**src/rtl/core/frd_pkg.sv**
```systemverilog
// Shared types and constants of the frame rate repeat/drop block.
// Depends on nothing; every other file refers to it by scoped names.
package frd_pkg;

  localparam int MAX_REPEATS = 64;
  localparam int CNT_W       = (MAX_REPEATS > 1) ? $clog2(MAX_REPEATS) : 1;

  localparam int CFG_IDX_W  = 1;
  localparam int CFG_DATA_W = 32;

  localparam logic [CFG_IDX_W-1:0] REG_IN_PERIOD  = CFG_IDX_W'(0);
  localparam logic [CFG_IDX_W-1:0] REG_OUT_PERIOD = CFG_IDX_W'(1);

  localparam logic [63:0] SIGN64 = 64'h8000_0000_0000_0000;

  typedef struct packed {
    logic               end_of_stream;
    logic signed [63:0] presentation_time;
    logic signed [63:0] decode_time;
    logic        [31:0] frame_flags;
    logic        [31:0] frame_duration;
  } in_beat_t;

  typedef struct packed {
    logic               end_marker;
    logic               from_held;
    logic signed [63:0] out_presentation_time;
    logic signed [63:0] out_decode_time;
    logic        [31:0] out_flags;
    logic        [31:0] out_duration;
    logic               held_replaced;
    logic               last_of_run;
    logic               repeat_overflow;
  } out_beat_t;

  // Commands from the controller to the datapath.
  typedef struct packed {
    logic capture;
    logic load_eos;
    logic load_pass;
    logic load_repeat;
    logic align;
  } dp_cmd_t;

  // Status from the datapath to the controller.
  typedef struct packed {
    logic is_eos;
    logic held_valid;
    logic gap_neg;
    logic below_out;
    logic below_pass;
    logic rep_last;
    logic slot_free;
  } dp_status_t;

endpackage

```
**src/rtl/core/frd_datapath.sv**
```systemverilog
// Datapath of the frame rate repeat/drop block: period registers, held frame,
// gap and copy timestamps, result register. Depends on frd_pkg.
module frd_datapath (
  input  logic                           clk,
  input  logic                           rst,
  input  logic                           cfg_write,
  input  logic [frd_pkg::CFG_IDX_W-1:0]  cfg_index,
  input  logic [frd_pkg::CFG_DATA_W-1:0] cfg_data,
  input  frd_pkg::in_beat_t              frame_beat,
  input  logic                           result_stall,
  output logic                           result_valid,
  output frd_pkg::out_beat_t             result_beat,
  input  frd_pkg::dp_cmd_t               cmd,
  output frd_pkg::dp_status_t            status
);

  logic [31:0] in_period;
  logic [31:0] out_period;

  logic        held_valid;
  logic [63:0] held_pts;
  logic [63:0] held_dts;
  logic [31:0] held_dur;

  logic        cur_eos;
  logic [63:0] cur_pts;
  logic [63:0] cur_dts;
  logic [31:0] cur_flags;
  logic [31:0] cur_dur;

  logic [63:0] gap;
  logic        gap_neg;
  logic [63:0] cp_pts;
  logic [63:0] cp_dts;
  logic [frd_pkg::CNT_W-1:0] rep_cnt;

  logic [63:0] pts_key;
  logic [63:0] held_key;
  logic [64:0] gap_diff;
  logic [32:0] pass_limit;
  logic [32:0] twice_out;
  logic        rep_final;
  logic        rep_cap;
  logic        rep_last;
  logic [63:0] cp_pts_step;
  logic [63:0] cp_dts_step;
  logic        slot_free;

  // Flip the sign bit so an unsigned subtract orders signed times.
  assign pts_key     = frame_beat.presentation_time ^ frd_pkg::SIGN64;
  assign held_key    = held_pts ^ frd_pkg::SIGN64;
  assign gap_diff    = {1'b0, pts_key} - {1'b0, held_key};

  assign pass_limit  = {1'b0, out_period} + {1'b0, in_period};
  assign twice_out   = {out_period, 1'b0};
  // Gap after this copy drops below one period.
  assign rep_final   = gap < {31'b0, twice_out};
  assign rep_cap     = rep_cnt == frd_pkg::CNT_W'(frd_pkg::MAX_REPEATS - 1);
  assign rep_last    = rep_final || rep_cap;
  assign cp_pts_step = cp_pts + {32'b0, out_period};
  assign cp_dts_step = cp_dts + {32'b0, out_period};
  assign slot_free   = !result_valid || !result_stall;

  always_comb begin
    status.is_eos     = cur_eos;
    status.held_valid = held_valid;
    status.gap_neg    = gap_neg;
    status.below_out  = gap < {32'b0, out_period};
    status.below_pass = gap < {31'b0, pass_limit};
    status.rep_last   = rep_last;
    status.slot_free  = slot_free;
  end

  always_ff @(posedge clk) begin
    if (rst) begin
      in_period  <= 32'd1;
      out_period <= 32'd1;
    end else if (cfg_write) begin
      case (cfg_index)
        frd_pkg::REG_IN_PERIOD:  in_period  <= cfg_data;
        frd_pkg::REG_OUT_PERIOD: out_period <= cfg_data;
        default: ;
      endcase
    end
  end

  always_ff @(posedge clk) begin
    if (rst) begin
      held_valid <= 1'b0;
      held_pts   <= '0;
      held_dts   <= '0;
      held_dur   <= '0;
    end else if (cmd.load_pass) begin
      held_valid <= 1'b1;
      held_pts   <= cur_pts;
      held_dts   <= cur_dts;
      held_dur   <= out_period;
    end else if (cmd.align) begin
      held_pts <= cur_pts - gap;
      held_dts <= cur_dts - gap;
      held_dur <= cur_dur;
    end
  end

  // Working registers of the current item.
  always_ff @(posedge clk) begin
    if (cmd.capture) begin
      cur_eos   <= frame_beat.end_of_stream;
      cur_pts   <= frame_beat.presentation_time;
      cur_dts   <= frame_beat.decode_time;
      cur_flags <= frame_beat.frame_flags;
      cur_dur   <= frame_beat.frame_duration;
      gap       <= gap_diff[63:0];
      gap_neg   <= gap_diff[64];
      cp_pts    <= held_pts;
      cp_dts    <= held_dts;
      rep_cnt   <= '0;
    end else if (cmd.load_repeat) begin
      gap     <= gap - {32'b0, out_period};
      cp_pts  <= cp_pts_step;
      cp_dts  <= cp_dts_step;
      rep_cnt <= rep_cnt + frd_pkg::CNT_W'(1);
    end
  end

  always_ff @(posedge clk) begin
    if (rst) begin
      result_valid <= 1'b0;
    end else if (cmd.load_eos || cmd.load_pass || cmd.load_repeat) begin
      result_valid <= 1'b1;
    end else if (!result_stall) begin
      result_valid <= 1'b0;
    end
  end

  always_ff @(posedge clk) begin
    if (cmd.load_eos) begin
      result_beat.end_marker            <= 1'b1;
      result_beat.from_held             <= 1'b0;
      result_beat.out_presentation_time <= '0;
      result_beat.out_decode_time       <= '0;
      result_beat.out_flags             <= '0;
      result_beat.out_duration          <= '0;
      result_beat.held_replaced         <= 1'b0;
      result_beat.last_of_run           <= 1'b1;
      result_beat.repeat_overflow       <= 1'b0;
    end else if (cmd.load_pass) begin
      result_beat.end_marker            <= 1'b0;
      result_beat.from_held             <= 1'b0;
      result_beat.out_presentation_time <= cur_pts;
      result_beat.out_decode_time       <= cur_dts;
      result_beat.out_flags             <= cur_flags;
      result_beat.out_duration          <= out_period;
      result_beat.held_replaced         <= 1'b1;
      result_beat.last_of_run           <= 1'b1;
      result_beat.repeat_overflow       <= 1'b0;
    end else if (cmd.load_repeat) begin
      result_beat.end_marker            <= 1'b0;
      result_beat.from_held             <= 1'b1;
      result_beat.out_presentation_time <= cp_pts_step;
      result_beat.out_decode_time       <= cp_dts_step;
      result_beat.out_flags             <= '0;
      result_beat.out_duration          <= held_dur;
      result_beat.held_replaced         <= rep_last;
      result_beat.last_of_run           <= rep_last;
      result_beat.repeat_overflow       <= rep_last && !rep_final;
    end
  end

endmodule

```
**src/rtl/core/frd_ctrl.sv**
```systemverilog
// Controller of the frame rate repeat/drop block: sequences accept, decide,
// repeat and align steps. Depends on frd_pkg.
module frd_ctrl (
  input  logic                clk,
  input  logic                rst,
  input  logic                frame_valid,
  output logic                frame_stall,
  input  frd_pkg::dp_status_t status,
  output frd_pkg::dp_cmd_t    cmd
);

  typedef enum logic [3:0] {
    ST_IDLE   = 4'b0001,
    ST_DECIDE = 4'b0010,
    ST_REPEAT = 4'b0100,
    ST_ALIGN  = 4'b1000
  } state_t;

  state_t state;
  state_t state_next;

  assign frame_stall = state != ST_IDLE;

  always_comb begin
    state_next = state;
    cmd        = '0;
    case (state)
      ST_IDLE: begin
        if (frame_valid) begin
          cmd.capture = 1'b1;
          state_next  = ST_DECIDE;
        end
      end
      ST_DECIDE: begin
        if (status.is_eos) begin
          if (status.slot_free) begin
            cmd.load_eos = 1'b1;
            state_next   = ST_IDLE;
          end
        end else if (status.held_valid && (status.gap_neg || status.below_out)) begin
          state_next = ST_IDLE;
        end else if (status.held_valid && status.below_pass) begin
          state_next = ST_REPEAT;
        end else if (status.slot_free) begin
          cmd.load_pass = 1'b1;
          state_next    = ST_IDLE;
        end
      end
      ST_REPEAT: begin
        if (status.slot_free) begin
          cmd.load_repeat = 1'b1;
          if (status.rep_last) begin
            state_next = ST_ALIGN;
          end
        end
      end
      ST_ALIGN: begin
        cmd.align  = 1'b1;
        state_next = ST_IDLE;
      end
      default: begin
        state_next = ST_IDLE;
      end
    endcase
  end

  always_ff @(posedge clk) begin
    if (rst) begin
      state <= ST_IDLE;
    end else begin
      state <= state_next;
    end
  end

endmodule

```
**src/rtl/core/frame_rate_repeat_drop.sv**
```systemverilog
// Top level of the frame rate repeat/drop block: controller plus datapath.
// Depends on frd_pkg, frd_ctrl and frd_datapath.
//
//   channel   signals                               beat type
//   frame     frame_valid, frame_stall, frame_beat  frd_pkg::in_beat_t
//   result    result_valid, result_stall, result_beat frd_pkg::out_beat_t
//   config    cfg_write, cfg_index, cfg_data        32-bit period registers
//
// One frame at a time. A frame is taken in the idle state and decided in the next
// cycle; end of stream, pass-on and drop finish with the decision. A repeat run
// of n copies loads the copies one after another, then aligns the held frame.
// A beat that is due while a stalled beat still holds the result register waits.
// Reset (rst, synchronous) empties the held frame and sets both periods to 1.
// The result register lets the next frame be taken while a beat still waits.
module frame_rate_repeat_drop (
  input  logic                           clk,
  input  logic                           rst,
  input  logic                           cfg_write,
  input  logic [frd_pkg::CFG_IDX_W-1:0]  cfg_index,
  input  logic [frd_pkg::CFG_DATA_W-1:0] cfg_data,
  input  logic                           frame_valid,
  output logic                           frame_stall,
  input  frd_pkg::in_beat_t              frame_beat,
  output logic                           result_valid,
  input  logic                           result_stall,
  output frd_pkg::out_beat_t             result_beat
);

  frd_pkg::dp_cmd_t    cmd;
  frd_pkg::dp_status_t status;

  // Sequence the work: take, decide, repeat, align.
  frd_ctrl u_ctrl (
    .clk         (clk),
    .rst         (rst),
    .frame_valid (frame_valid),
    .frame_stall (frame_stall),
    .status      (status),
    .cmd         (cmd)
  );

  // Hold periods and the held frame; compute gaps and copy times.
  frd_datapath u_datapath (
    .clk          (clk),
    .rst          (rst),
    .cfg_write    (cfg_write),
    .cfg_index    (cfg_index),
    .cfg_data     (cfg_data),
    .frame_beat   (frame_beat),
    .result_stall (result_stall),
    .result_valid (result_valid),
    .result_beat  (result_beat),
    .cmd          (cmd),
    .status       (status)
  );

endmodule

```
**config.mk**
```make
export PLATFORM = sky130hd
export DESIGN_NAME = frame_rate_repeat_drop
export DESIGN_NICKNAME = d
export VERILOG_FILES = /design/src/rtl/core/frd_pkg.sv /design/src/rtl/core/frd_datapath.sv /design/src/rtl/core/frd_ctrl.sv /design/src/rtl/core/frame_rate_repeat_drop.sv
export SDC_FILE = /design/constraint.sdc
export NUM_CORES = 2
export LEC_CHECK = 0
export ABC_CLOCK_PERIOD_IN_PS = 9100
export BUFFER_PORTS_ARGS = -buffer_cell sky130_fd_sc_hd__buf_2
export CORE_AREA = 2 2 384 386
export CTS_BUF_LIST = sky130_fd_sc_hd__clkbuf_8 sky130_fd_sc_hd__clkbuf_16
export DETAILED_ROUTE_END_ITERATION = 12
export DIE_AREA = 0 0 386 388
export SETUP_SLACK_MARGIN = 0.4
export SLEW_MARGIN = 40
export SYNTH_ARGS = -nofsm -noshare
export SYNTH_HDL_FRONTEND = slang
export SYNTH_SLANG_ARGS = --single-unit
```
**constraint.sdc**
```tcl
create_clock -name clk -period 9.1 [get_ports clk]
set_input_delay 1.82 -clock clk [delete_from_list [all_inputs] [get_ports clk]]
set_output_delay 1.82 -clock clk [all_outputs]
set_load 0.05 [all_outputs]
```
# Word-level counts from Yosys, hierarchy flattened
# Index checks and enable logic that the tools add are counted.
# totals
ff_bits	819
latch_bits	0
ramBits	0
rom_bits	0
inputBits	231
out_inout_bits	199
wordCells	103
memories	0
# op_classes
addsub	8
mul	0
n_div	0
n_lt_le_gt_ge	3
n_eq_ne	10
n_shift	0
n_mux	34
n_bitwise	3
n_reduce_logical	18
# ops
op	count
$mux W64	10
$mux W197	2
$add A64 B32 Y64	2
$lt A64 B33 Y1	2
$sub A64 B64 Y64	2
$sub A64 B64 Y65	1
$lt A64 B32 Y1	1
$mux W32	2
$sub A64 B32 Y64	1
$add A32 B32 Y33	1
$mux W4	7
$pmux W4 S3	1
$mux W1	11
$add A6 B1 Y6 const B	1
$eq A6 B6 Y1 const B	1
$ne A2 B1 Y1 const B	3
$reduce_bool A2 Y1	3
$logic_or A1 B1 Y1	5
$eq A4 B1 Y1 const B	1
$eq A4 B2 Y1 const B	1
$eq A4 B3 Y1 const B	1
$eq A4 B4 Y1 const B	1
$ne A4 B1 Y1 const B	1
$reduce_and A2 Y1	2
other kinds (7)	13

# Depth between registers and ports, before layout
# logic_depth
ltp_word	10
depth_mapped	29
depth_no_buf	26

# Hierarchy
# A second synthesis with hierarchy kept.
# unflattened
hier_cells	5618
hier_area_um2	50708.6
# by_module_without_submodules
module	n_inst	cells_per_inst	area_per_inst_um2	seq_area_each_um2
frd_datapath	1	5583	50418.4	20179.4
frd_ctrl	1	35	290.3	80.1

# Worst setup path after synthesis
# No wires, ideal clock.
# synth_path
path_kind	input to register
startpoint	in frame_valid
endpoint	reg u_datapath.cur_dts[0] (enable)
setup_time_ns	0.634
arrival_time_ns	7.732
t_required_ns	8.466
setup_slack_ns	0.733
stages	4
path_buffers	2
cell_sequence	nand2_1 -> clkinv_1 -> clkbuf_1 -> clkbuf_1
# synth_rtl
element	line	text
start: declaration	frame_rate_repeat_drop.sv:21	input logic frame_valid,
end signal: assignment	frd_datapath.sv:110	cur_dts <= frame_beat.decode_time;
end: declaration	frd_datapath.sv:27	logic [63:0] cur_dts;

# Worst setup path in the final report
# layout_path
startpoint	reg u_datapath.out_period[1]
endpoint	reg u_datapath.held_dts[58]
# layout_via
elab_chain_len	8
elab_cells_between_ends	12
classes_between	1 x add/sub; 2 x order compare; 5 x mux; 4 x reduce/logical
# layout_rtl
element	line	text
start: declaration	frd_datapath.sv:18	logic [31:0] out_period;
start signal: assignment	frd_datapath.sv:81	frd_pkg::REG_OUT_PERIOD: out_period <= cfg_data;
$add A32 B32 Y33	frd_datapath.sv:54	assign pass_limit = {1'b0, out_period} + {1'b0, in_period};
$lt A64 B33 Y1	frd_datapath.sv:69	status.below_pass = gap < {31'b0, pass_limit};
$logic_and A1 B1 Y1	frd_ctrl.sv:42	end else if (status.held_valid && status.below_pass) begin
$mux W1	frd_ctrl.sv:42	
$mux W1 *	frd_ctrl.sv:40	end else if (status.held_valid && (status.gap_neg || status.below_out)) begin
$mux W1 *	frd_ctrl.sv:35	if (status.is_eos) begin
$mux W2 *	frd_ctrl.sv:27	case (state)
$mux W64 / $reduce_bool A2 Y1 (equally long branches)	--	
end signal: assignment	frd_datapath.sv:96	held_dts <= cur_dts;
end signal: assignment	frd_datapath.sv:100	held_dts <= cur_dts - gap;
end: declaration	frd_datapath.sv:22	logic [63:0] held_dts;
# Every way passes the cells marked *; elsewhere a longest branch is shown, timed or not.
# A chain may end at the register's enable or synchronous reset.

==> qor.txt <==
Required time worst endpoint -> 9.69 ns
Worst Setup Slack, final -> 1.48 ns
Per-cell routed wire length -> 23.7 um
Total CTS buffers -> 100
Largest net degree at the start of global routing -> 155
Clock sinks -> 819
Initial Util -> 35.0%
Fin. Hold Viols -> 0
Count leader, synth -> nand2_1
Core Area -> 0.145 mm^2
Post-route minimum period -> 7.62 ns
Sequential-to-total area share from yosys stat -> 39.9%
Synthesis-to-layout area growth -> 14.9%
Synth top area cells -> edfxtp_1, dfxtp_1, ha_1
Slew Limit Fails -> 0
Number of DRC markers in iteration 0 -> 4329
Nets -> 6766
Total number of vias -> 46500
Post-CTS setup buffers -> 0
GR Overflow Total -> 0
Vias in the first global route -> 43500
Critical path class -> reg2reg
Fmax -> 131 MHz
PostCTS Resize Cnt -> 0
Mapped Nets -> 6467
Max-Cap Viols -> 0
CTS clk-pin slew, worst paths -> 0.06 ns
Drt via density -> 5.70
Port bufs -> 429
Cell count after synthesis -> 5847
Pwr dens -> 263 mW/mm^2
Placer Congestion -> 0.962
Ys Warns -> 0
Max incr delay on CP -> 0.62 ns
Avg Cell Area, Syn -> 8.68 um^2
# hold bufs at CTS -> 0
Place WS -> 1.74 ns
Top cells by count, synth -> nand2_1, a21oi_1, nor2_1, dfxtp_1, edfxtp_1
Final wirelength -> 193000 um
Nature of the critical path startpoint -> flip-flop
Die height -> 388 um
Hold WS -> 0.446 ns
Synth area leader -> edfxtp_1
Worst hold path class -> reg2reg
CP Max Fanout -> 124
Clock Tree Root -> clkbuf_16
Crit. End Element -> flip-flop
Final ANT Viol Nets -> 0
Worst Skew -> 0.0412 ns
Max H-tree Level -> 3
Top_reg_cell synth -> dfxtp_1
Post-synthesis register bit count -> 819
All-Layer GR Usage -> 24.9%
Post-synth ARST share -> 0%
Number of flops mapped to enable cells by yosys -> 386
Dpl hpwl -> 145000 um
Setup TNS Final -> 0 ns
CP max-delay cell -> o311ai_1
Power Total -> 15400 uW
# rows -> 140
Data arrival time of the critical path -> 8.21 ns
Maximum buffer depth of the clock tree -> 3
CTS tree -> built
Slew @ Worst Pin -> 1.03 ns
Dpl cells -> 7959
Synthesized area -> 0.0508 mm^2
Unrepaired setup endpoints after global routing -> false
Status -> complete, no violations
Post-synth top area share -> 22.8%
Netlist cell types -> 90
Final period util -> 83.7%
TritonRoute pass-1 iters -> 6
Share of layout cells above drive strength 1 -> 11.2%
First-pass GRT wire length -> 281000 um
Finished Layout Cells -> 8156
Die width -> 386 um
DRC errors left -> 0
Max VDD drop -> 0.000278 V
Initial antenna violation count -> 29
Final setup vio count -> 0
P_leak -> 0.0235 uW
Die area -> 0.150 mm^2
Worst-Skew Late Latency -> 0.75 ns
Number of top-level pins -> 430
Worst rel slew slack -> 31.1%
[registers in the layout (all words and copies together) (netlist names), 64 cells and up]
register	count
u_datapath.cp_dts	64
u_datapath.result_beat	197
u_datapath.cur_pts	64
u_datapath.held_pts	64
u_datapath.cur_dts	64
u_datapath.gap	64
u_datapath.cp_pts	64
u_datapath.held_dts	64
[final timing paths]
| path | slack, ns | to | depth (start not counted) | start |
|---|---|---|---|---|
| worst min register to register | 0.45 | u_datapath.result_beat[196] | 2 | u_datapath.result_beat[196] |
| worst max register to register | 1.48 | u_datapath.held_dts[58] | 25 | u_datapath.out_period[1] |
| worst min-delay path | 0.45 | u_datapath.result_beat[196] | 2 | u_datapath.result_beat[196] |
| worst max-delay path | 1.48 | u_datapath.held_dts[58] | 25 | u_datapath.out_period[1] |
[critical path, delay by kind of cell, from the launching register on]
kind / cells / cell delay, ns
multiplexers: 1 / 0.39
buffers and inverters: 2 / 0.83
adder cells (fa/ha/maj): 2 / 0.83
AO/OA/AOI/OAI: 12 / 3.53
XOR/XNOR: 1 / 0.16
AND/OR/NAND/NOR: 7 / 1.18
flip-flops: 1 / 0.47
[final cells by class]
class | count | area [um^2]
Timing Repair Buffer | 481 | 2670
Antenna cell | 9 | 22.5
Clock inverter | 58 | 495
Multi-Input combinational cell | 4497 | 28600
Clock buffer | 128 | 2970
Fill cell | 14600 | 86900
Inverter | 247 | 940
Tap cell | 1917 | 2400
Sequential cell | 819 | 20300
[per-layer routing]
metal  up-vias  global-route usage [%]  share of wire [%]
met3       356                    3.85                7.2
met2      1724                    41.7                 47
met1     22500                    31.7                 41
met4         2                    10.2                4.5
met5         -                       0             0.0047
li1      22000                       -                  -
[logic make-up (layout without fill, tap and decap cells)]
| family | Yosys count | after routing | share of synthesized area (%) |
|---|---|---|---|
| mux | 20 | 20 | 0.399 |
| fa+ha+maj | 389 | 389 | 9.69 |
| buf+inv | 531 | 914 | 4.04 |
| compound gates | 1803 | 1803 | 22.7 |
| xor+xnor | 366 | 366 | 6.32 |
| other cells | 0 | 9 | 0 |
| flops | 819 | 819 | 39.9 |
| simple gates | 1919 | 1919 | 17.0 |
[power breakdown]
| part | internal (uW) | switching (uW) |
|---|---|---|
| logic | 1820 | 4060 |
| registers | 4640 | 603 |
| clock network | 2480 | 1730 |
[cell usage in the layout (no fill, tap or decap), drive strengths merged, types with 21 or more instances in the layout]
cell type | Yosys | routed
nand2 | 715 | 715
a21oi | 645 | 645
nor2 | 527 | 527
buf | 66 | 480
dfxtp | 433 | 433
edfxtp | 386 | 386
ha | 382 | 382
o21ai | 309 | 309
inv | 246 | 275
xnor2 | 199 | 199
a21o | 198 | 198
xor2 | 167 | 167
nor3 | 156 | 156
nand3 | 152 | 152
a211oi | 130 | 130
clkbuf | 218 | 129
nand4 | 85 | 85
nand2b | 62 | 62
a31oi | 59 | 59
o21a | 58 | 58
o21bai | 46 | 46
nor2b | 44 | 44
o211ai | 40 | 40
and3 | 35 | 35
a311oi | 34 | 34
a221o | 32 | 32
o221ai | 30 | 30
nor4 | 29 | 29
o22ai | 29 | 29
or3 | 28 | 28
a2111oi | 28 | 28
and2 | 24 | 24
o31ai | 22 | 22
clkinv | 1 | 21
[through the flow]
stage                     util, %  cell area [um^2]
final                        40.2             58300
after global routing         40.1             58300
after CTS                    40.1             58200
after detailed placement     37.7             54800
after global placement       37.7             54700
after floorplan                 -             50800
No activity file was read; power rests on OpenSTA's default activity.
